`src/pre_pkg.sv`:
```
// ----------------------------------------------------------------------------
// pre_pkg
// Shared types and constants for the printable run extractor.
// ----------------------------------------------------------------------------
package pre_pkg;

   localparam int HOLD_DEPTH = 16;
   localparam int HOLD_IDX_W = $clog2(HOLD_DEPTH);
   localparam int COUNT_W    = $clog2(HOLD_DEPTH + 1);
   localparam int BYTE_W     = 8;
   localparam int CSR_W      = 5;

   localparam logic [BYTE_W-1:0]  NEWLINE_BYTE   = 8'h0A;
   localparam logic [BYTE_W-1:0]  PRINTABLE_LO   = 8'h20;
   localparam logic [BYTE_W-1:0]  PRINTABLE_HI   = 8'h7E;
   localparam logic [CSR_W-1:0]   DEFAULT_MIN    = 5'd2;
   localparam logic [COUNT_W-1:0] HOLD_DEPTH_CNT = COUNT_W'(HOLD_DEPTH);

   typedef enum logic [0:0] {
      ST_IDLE,
      ST_DRAIN
   } pre_state_type;

   typedef struct packed {
      logic                  load;
      logic                  shift;
      logic [HOLD_IDX_W-1:0] wr_index;
   } pre_chain_ctrl_type;

endpackage

```
`src/printable_run_extractor.sv`:
```
// ----------------------------------------------------------------------------
// printable_run_extractor
// Passes runs of printable ASCII of at least the programmed length,
// each closed by a newline.
// ----------------------------------------------------------------------------
// A request yields no response or a single one (a byte inside an open run,
// or the newline that closes it), except that a printable byte that brings
// the held run up to the minimum starts a burst: the held bytes, this one
// included, leave the 16-cell hold chain one per cycle while the response
// is not stalled. A burst holds at most 16 bytes, and no request is taken
// while the chain drains. A stalled response also holds off new requests.
module printable_run_extractor (
   input  logic                           clock,
   input  logic                           reset,
   input  logic                           req_valid,
   output logic                           req_ready,
   input  logic [pre_pkg::BYTE_W-1:0]     req_byte_in,
   input  logic                           req_stream_end,
   output logic                           rsp_valid,
   input  logic                           rsp_ready,
   output logic [pre_pkg::BYTE_W-1:0]     rsp_out_byte,
   output logic                           rsp_last_of_burst,
   input  logic                           csr_wr_en,
   input  logic [pre_pkg::CSR_W-1:0]      csr_wr_data
);

   pre_pkg::pre_state_type         state_ff, state_in;
   logic [pre_pkg::COUNT_W-1:0]    count_ff, count_in;
   logic                           in_run_ff, in_run_in;
   logic [pre_pkg::CSR_W-1:0]      min_len_ff;
   logic                           rsp_valid_ff, rsp_valid_in;
   logic [pre_pkg::BYTE_W-1:0]     rsp_byte_ff, rsp_byte_in;
   logic                           rsp_last_ff, rsp_last_in;

   pre_pkg::pre_chain_ctrl_type    chain_ctrl;
   logic [pre_pkg::BYTE_W-1:0]     head_byte;
   logic [pre_pkg::COUNT_W-1:0]    eff_min;
   logic [pre_pkg::COUNT_W-1:0]    count_inc;
   logic                           out_free;
   logic                           accept;
   logic                           printable;

   // zero acts as one, above the chain depth acts as the depth
   always_comb begin
      if (min_len_ff == '0) begin
         eff_min = pre_pkg::COUNT_W'(1);
      end else if (pre_pkg::COUNT_W'(min_len_ff) > pre_pkg::HOLD_DEPTH_CNT) begin
         eff_min = pre_pkg::HOLD_DEPTH_CNT;
      end else begin
         eff_min = pre_pkg::COUNT_W'(min_len_ff);
      end
   end

   assign out_free  = !rsp_valid_ff || rsp_ready;
   assign req_ready = (state_ff == pre_pkg::ST_IDLE) && out_free;
   assign accept    = req_valid && req_ready;
   assign printable = (req_byte_in >= pre_pkg::PRINTABLE_LO) &&
                      (req_byte_in <= pre_pkg::PRINTABLE_HI);
   assign count_inc = count_ff + pre_pkg::COUNT_W'(1);

   always_comb begin
      state_in            = state_ff;
      count_in            = count_ff;
      in_run_in           = in_run_ff;
      rsp_valid_in        = rsp_valid_ff && !rsp_ready;
      rsp_byte_in         = rsp_byte_ff;
      rsp_last_in         = rsp_last_ff;
      chain_ctrl.load     = 1'b0;
      chain_ctrl.shift    = 1'b0;
      chain_ctrl.wr_index = count_ff[pre_pkg::HOLD_IDX_W-1:0];
      case (state_ff)
         pre_pkg::ST_IDLE: begin
            if (accept) begin
               if (req_stream_end || !printable) begin
                  count_in  = '0;
                  in_run_in = 1'b0;
                  if (in_run_ff) begin
                     rsp_valid_in = 1'b1;
                     rsp_byte_in  = pre_pkg::NEWLINE_BYTE;
                     rsp_last_in  = 1'b1;
                  end
               end else if (in_run_ff) begin
                  rsp_valid_in = 1'b1;
                  rsp_byte_in  = req_byte_in;
                  rsp_last_in  = 1'b1;
               end else begin
                  chain_ctrl.load = 1'b1;
                  count_in        = count_inc;
                  if (count_inc >= eff_min) begin
                     state_in = pre_pkg::ST_DRAIN;
                  end
               end
            end
         end
         pre_pkg::ST_DRAIN: begin
            if (out_free) begin
               rsp_valid_in     = 1'b1;
               rsp_byte_in      = head_byte;
               rsp_last_in      = (count_ff == pre_pkg::COUNT_W'(1));
               chain_ctrl.shift = 1'b1;
               count_in         = count_ff - pre_pkg::COUNT_W'(1);
               if (count_ff == pre_pkg::COUNT_W'(1)) begin
                  state_in  = pre_pkg::ST_IDLE;
                  in_run_in = 1'b1;
               end
            end
         end
         default: begin
            state_in = pre_pkg::ST_IDLE;
         end
      endcase
   end

   always_ff @(posedge clock) begin
      if (reset) begin
         state_ff     <= pre_pkg::ST_IDLE;
         count_ff     <= '0;
         in_run_ff    <= 1'b0;
         rsp_valid_ff <= 1'b0;
         min_len_ff   <= pre_pkg::DEFAULT_MIN;
      end else begin
         state_ff     <= state_in;
         count_ff     <= count_in;
         in_run_ff    <= in_run_in;
         rsp_valid_ff <= rsp_valid_in;
         if (csr_wr_en) begin
            min_len_ff <= csr_wr_data;
         end
      end
   end

   always_ff @(posedge clock) begin
      rsp_byte_ff <= rsp_byte_in;
      rsp_last_ff <= rsp_last_in;
   end

   pre_hold_chain u_hold_chain (
      .clock     (clock),
      .ctrl      (chain_ctrl),
      .load_byte (req_byte_in),
      .head_byte (head_byte)
   );

   assign rsp_valid         = rsp_valid_ff;
   assign rsp_out_byte      = rsp_byte_ff;
   assign rsp_last_of_burst = rsp_last_ff;

endmodule

```
`src/pre_cell.sv`:
```
// ----------------------------------------------------------------------------
// pre_cell
// One byte slot of the hold chain: loads a new byte or takes its neighbor's.
// ----------------------------------------------------------------------------
module pre_cell (
   input  logic                        clock,
   input  logic                        load,
   input  logic                        shift,
   input  logic [pre_pkg::BYTE_W-1:0]  load_byte,
   input  logic [pre_pkg::BYTE_W-1:0]  next_byte,
   output logic [pre_pkg::BYTE_W-1:0]  cell_byte
);

   logic [pre_pkg::BYTE_W-1:0] byte_ff;
   logic [pre_pkg::BYTE_W-1:0] byte_in;

   always_comb begin
      byte_in = byte_ff;
      if (load) begin
         byte_in = load_byte;
      end else if (shift) begin
         byte_in = next_byte;
      end
   end

   always_ff @(posedge clock) begin
      byte_ff <= byte_in;
   end

   assign cell_byte = byte_ff;

endmodule

```
`src/pre_hold_chain.sv`:
```
// ----------------------------------------------------------------------------
// pre_hold_chain
// Row of hold cells; appends at the fill index, drains from cell 0.
// ----------------------------------------------------------------------------
module pre_hold_chain (
   input  logic                          clock,
   input  pre_pkg::pre_chain_ctrl_type   ctrl,
   input  logic [pre_pkg::BYTE_W-1:0]    load_byte,
   output logic [pre_pkg::BYTE_W-1:0]    head_byte
);

   logic [pre_pkg::BYTE_W-1:0] cell_data [pre_pkg::HOLD_DEPTH];

   for (genvar i = 0; i < pre_pkg::HOLD_DEPTH; i++) begin : g_cell
      logic                       cell_load;
      logic [pre_pkg::BYTE_W-1:0] next_byte;

      assign cell_load = ctrl.load && (ctrl.wr_index == pre_pkg::HOLD_IDX_W'(i));

      if (i == pre_pkg::HOLD_DEPTH - 1) begin : g_tail
         assign next_byte = '0;
      end else begin : g_body
         assign next_byte = cell_data[i+1];
      end

      pre_cell u_cell (
         .clock     (clock),
         .load      (cell_load),
         .shift     (ctrl.shift),
         .load_byte (load_byte),
         .next_byte (next_byte),
         .cell_byte (cell_data[i])
      );
   end

   assign head_byte = cell_data[0];

endmodule

```
`config.mk`:
```
export PLATFORM = sky130hd
export DESIGN_NAME = printable_run_extractor
export DESIGN_NICKNAME = d
export VERILOG_FILES = /design/src/pre_pkg.sv /design/src/printable_run_extractor.sv /design/src/pre_cell.sv /design/src/pre_hold_chain.sv
export SDC_FILE = /design/constraint.sdc
export NUM_CORES = 1
export LEC_CHECK = 0
export BUFFER_PORTS_ARGS = -buffer_cell sky130_fd_sc_hd__buf_2
export CAP_MARGIN = 20
export CORE_MARGIN = 3
export CORE_UTILIZATION = 62
export CTS_BUF_LIST = sky130_fd_sc_hd__clkbuf_8 sky130_fd_sc_hd__clkbuf_16
export CTS_CLUSTER_DIAMETER = 40
export DETAILED_ROUTE_END_ITERATION = 16
export PLACE_DENSITY = 0.86
export SYNTH_ARGS = -nofsm -noshare
export SYNTH_HDL_FRONTEND = slang
export SYNTH_HIERARCHICAL = 1
export SYNTH_SLANG_ARGS = --single-unit
```
`constraint.sdc`:
```
create_clock -name clock -period 3.3 [get_ports clock]
set_clock_uncertainty 0.2 [all_clocks]
set_input_delay 0.66 -clock clock [delete_from_list [all_inputs] [get_ports clock]]
set_output_delay 0.66 -clock clock [all_outputs]
set_load 0.02 [all_outputs]
```
**Word level (Yosys, flattened, before mapping)**

Index checks and enable logic that the tools add are counted.

- Output and inout port bits: 11
- Bits in registers: 150
- Bits of input ports: 19
- Word-level logic and storage cells: 169

- Bitwise gates (word level): 1
- Equal/unequal tests: 22
- Order comparisons: 4
- Reduce and logical (&&, ||, !) cells: 46
- Add/subtract/negate cells: 2
- Multiplexer cells: 71

Operators by type and width:

| cell | count |
|---|---|
| 2-to-1 mux 8 bit | 37 |
| == test 4 bit, second input constant | 8 |
| nonzero test 2 bit | 16 |
| 2-to-1 mux 5 bit | 6 |
| 2-to-1 mux 1 bit | 22 |
| logical AND 1 bit | 20 |
| == test 4 x 3 -> 1 bit, second input constant | 4 |
| one-hot mux 8 bit (2 select lines) | 1 |
| one-hot mux 5 bit (2 select lines) | 1 |
| == test 4 x 2 -> 1 bit, second input constant | 2 |
| greater-or-equal comparator 8 x 6 -> 1 bit, second input constant | 1 |
| <= comparator 8 x 7 -> 1 bit, second input constant | 1 |
| one-hot mux 1 bit (2 select lines) | 4 |
| inequality test 2 x 1 -> 1 bit, second input constant | 3 |
| AND reduction 3 bit | 2 |
| adder 5 x 1 -> 5 bit, second input constant | 1 |
| == test 5 x 1 -> 1 bit, second input constant | 1 |
| greater-or-equal comparator 5 bit | 1 |
| > comparator 5 bit, second input constant | 1 |
| logical NOT 5 bit | 1 |
| subtractor 5 x 1 -> 5 bit, second input constant | 1 |
| == test 4 x 1 -> 1 bit, second input constant | 1 |
| logical NOT 4 bit | 1 |
| inequality test 2 bit, second input constant | 2 |
| other kinds (5) | 8 |

**Logic depth before layout (Yosys ltp)**

- Depth after elaboration: 9
- Gate-level depth with buffers: 9
- Gate-level depth less buffers: 9

**Modules after synthesis**

The synthesis kept the hierarchy.

Modules (own cells, without submodules):

| module | cells an instance | instances | area an instance (µm²) | sequential area each (µm²) |
|---|---|---|---|---|
| pre_cell | 18 | 16 | 377.9 | 240.2 |
| printable_run_extractor | 132 | 1 | 1308.8 | 530.5 |
| pre_hold_chain | 24 | 1 | 121.4 | 0.0 |

**Least setup slack after synthesis**

Ideal clock, no wire load.

- Path type: input -> register
- Start: in rsp_ready
- End: reg u_hold_chain.g_cell[0].u_cell.byte_ff (netlist bit u_hold_chain/g_cell[0].u_cell/cell_byte[0]), enable pin
- Library setup time: 329 ps
- Buffers on the path: 1
- Arrival time: 2181 ps
- Data required time: 2771 ps
- Setup slack: 590 ps
- Cell stages on the path: 7
- Cells stage by stage: nor2b_1 > nor4b_1 > nor3b_2 > or3b_4 > nor3_2 > buf_6 > or2_1

RTL lines:

| what | line | RTL |
|---|---|---|
| from (decl) | printable_run_extractor.sv:20 | `input logic rsp_ready,` |
| to (signal assigned) | pre_cell.sv:27 | `byte_ff <= byte_in;` |
| to (decl) | pre_cell.sv:14 | `logic [pre_pkg::BYTE_W-1:0] byte_ff;` |

==> summary.txt <==
Floorplan
  • Initial Util: 64.4%
  • I/O pin total: 30
  • Rows: 39
  • Chip height: 116 um
  • Chip Width: 116 um
  • Area of the core: 11600 um2
  • Die area: 13400 um2

Hold path
  • Hold depth: 2
  • Hold/Removal Path Class: primary input to flop
  • Min-delay src: csr_wr_data[1]

STA
  • Final max-slew violation count: 0
  • Hold Vio Cnt, Final: 0
  • Slew @ Worst Pin: 0.720 ns
  • Fmax: 0.347 GHz
  • Relative slew slack: 51.8%
  • Unrepaired setup endpoints after global routing: no
  • Final setup viols: 0
  • Final worst path period share: 87.4%
  • TNS Setup: 0 ns
  • Worst setup margin: 0.416 ns
  • Min Tclk post-route: 2.88 ns

Layout
  • Post-route cell area: 8500 um2
  • Fill count: 695
  • Layout cells sized above 1: 44.2%
  • Multi-input logic area: 2900 um2
  • Layout Nets: 532
  • Number of diodes: 0
  • Storage element area: 4370 um2
  • Core Util, Final: 73.2%
  • P&R area growth vs syn: 13.6%

Yosys
  • Synth top area cells: edfxtp_1 (55%), mux2_4 (26%), dfxtp_1 (3.5%), buf_6 (2.6%), ha_1 (1.3%)
  • Post-synthesis sequential area ratio: 58.5%
  • Cell Area, Synth: 7480 um2
  • Area leader, netlist: edfxtp_1
  • Flops & latches, synth: 150
  • Number of flops mapped to enable cells by yosys: 137
  • Ys async rst share: 0%
  • Post-Synthesis Cells: 444
  • Synth cell count leaders: edfxtp_1 (137), mux2_4 (128), nor2_1 (25), buf_6 (17), or2_1 (16)
  • Distinct cells, synth: 48
  • Most frequent cell after synthesis: edfxtp_1
  • Syn avg cell area: 16.8 um2
  • Yosys top cell area share: 55.0%
  • Most used DFF post-synth: edfxtp_1
  • Synth warnings: 6

Power and ir drop
  • Clk pwr share: 47.3%
  • Sequential power share: 47.1%
  • Pwr dens: 536 nW/um2
  • Maximum vdd drop: 0.000385 V
  • NetSw: 0.000913 W
  • Static leakage: 3.23 nW
  • Int Pwr: 0.00364 W
  • Comb pwr share: 5.6%
  • Sw Share: 20.1%

Clock tree
  • H-Tree Depth: 4
  • Num CTS Buffers: 17
  • Skew-Pair Late Insertion Delay: 0.42 ns
  • CTS Buffer Depth: 2
  • Total clock sinks: 150
  • # hold bufs at CTS: 0
  • Post-CTS sizing: 0
  • Postcts setup bufs: 0
  • CTS tree: built
  • Root Driver: clkbuf_16
  • Reg clk slew, reported paths: 0.06 ns

Setup path
  • CP cell instances: buf_2 > o21ai_2 > nor3b_2 > or3b_4 > nor2_1 > buf_4 > mux2_4
  • Startpoint Class: primary input
  • Reg2Reg Depth: 7
  • CP startpoint: req_byte_in[6]
  • Crit path DAT: 2.86 ns
  • WP data required: 3.27 ns
  • Slowest CP cell: or3b_4
  • CP Capture Type: flop
  • Slowest stage delay, CP: 0.48 ns
  • Crit path max fanout: 10
  • Critical path class: primary input to flop
  • R2R Path Start: rsp_valid

Global routing
  • First-pass GRT wire length: 23200 um
  • Largest net degree at the start of global routing: 27
  • Total grt overflow: 0
  • Overall Global Routing Usage: 23.6%
  • Initial antenna violation count: 0
  • Vias in the first global route: 4244

Run
  • Max-cap violation count: 0

Placement
  • Placement Setup Slack: 0.0979 ns
  • PortBufs: 29
  • DPL Wire Length: 9160 um
  • GP Congestion: 0.845
  • Placement Cell Area: 7840 um2

Route
  • DRC violations left: 0
  • Drt wl/cell: 22.1 um
  • Post-DRT Antenna Nets: 0
  • DRT Wirelength: 14600 um
  • DRT Pass-1 Iters: 4
  • Via count: 4009
  • Vias per cell: 6.07
  • DRT iter0 DRCs: 277

Outcome
  • Status: finished clean
[state kept, by name (all words and copies together), names as in the netlist]
register	cells
rsp_last_of_burst	1
u_hold_chain/g_cell.u_cell/cell_byte	128
count_ff	5
min_len_ff	5
rsp_out_byte	8
in_run_ff	1
state_ff	1
rsp_valid	1
[cells in the final DEF (no fill, tap or decap), drive strengths merged, types with 2 or more instances in the layout]
master / n
mux2i: 4
o31a: 3
clkbuf: 17
mux2: 128
nor3: 8
xnor2: 2
a22o: 5
ha: 8
nand2: 11
xor2: 3
nor2: 27
buf: 57
nand4: 2
clkinvlp: 2
clkinv: 6
nand2b: 8
o21ai: 5
or2: 16
inv: 5
a21oi: 10
conb: 8
bufinv: 6
nor2b: 3
dfxtp: 13
nand3b: 2
a221oi: 2
nand3: 7
edfxtp: 137
[logic make-up after synthesis]
kind of cell / share of synthesized area [%]
flops: 58.5
compound gates: 3.43
fa+ha+maj: 1.34
mux: 26.2
other cells: 0.0502
xor+xnor: 0.586
simple gates: 6.78
buf+inv: 3.06
[worst max-delay path: cells and delay by family]
family | cells | cell delay, ns
buffers and inverters | 2 | 0.53
muxes | 1 | 0.32
AOI/OAI and AO/OA | 1 | 0.25
and+or+nand+nor | 3 | 1.09
[final cells by class]
class	count	area share [%]
clock buffers	17	5.01
clock inverters	15	2.77
inverters	4	0.177
multi-input cells	275	34.1
flip-flops and latches	150	51.5
well taps	143	2.11
repair buffers	57	4.33
[power by group through the flow]
stage	clock network (W)	logic, W	registers [W]
floorplan	0	0.000158	0.00218
global placement	0	0.000239	0.00218
detailed placement	0	0.000251	0.00218
CTS	0.00218	0.000255	0.00214
global route	0.00225	0.000277	0.00215
finish	0.00215	0.000255	0.00214
[through the flow]
stage / hold slack [ns] / total power, W / cells
2_1_floorplan: 0.261 / 0.00233 / 451
3_3_place_gp: 0.288 / 0.00242 / 629
3_5_place_dp: 0.315 / 0.00243 / 629
4_1_cts: 0.226 / 0.00458 / 661
5_1_grt: 0.237 / 0.00468 / 661
6_report: 0.247 / 0.00455 / 661
[final timing paths]
| kind | slack, ns | to |
|---|---|---|
| worst max register to register | 0.48 | u_hold_chain/g_cell[2].u_cell/cell_byte[0] |
| worst min register to register | 0.33 | min_len_ff[4] |
| worst max-delay path | 0.42 | u_hold_chain/g_cell[2].u_cell/cell_byte[0] |
| worst min-delay path | 0.25 | min_len_ff[1] |
[routing by layer]
metal	global-route usage [%]	vias up	wire length, um
li1	-	1797	-
met1	29.0	2052	5960
met2	38.9	134	7490
met3	7.83	26	846
met4	9.13	0	283
met5	0	-	0
No activity file was read; power rests on OpenSTA's default activity.
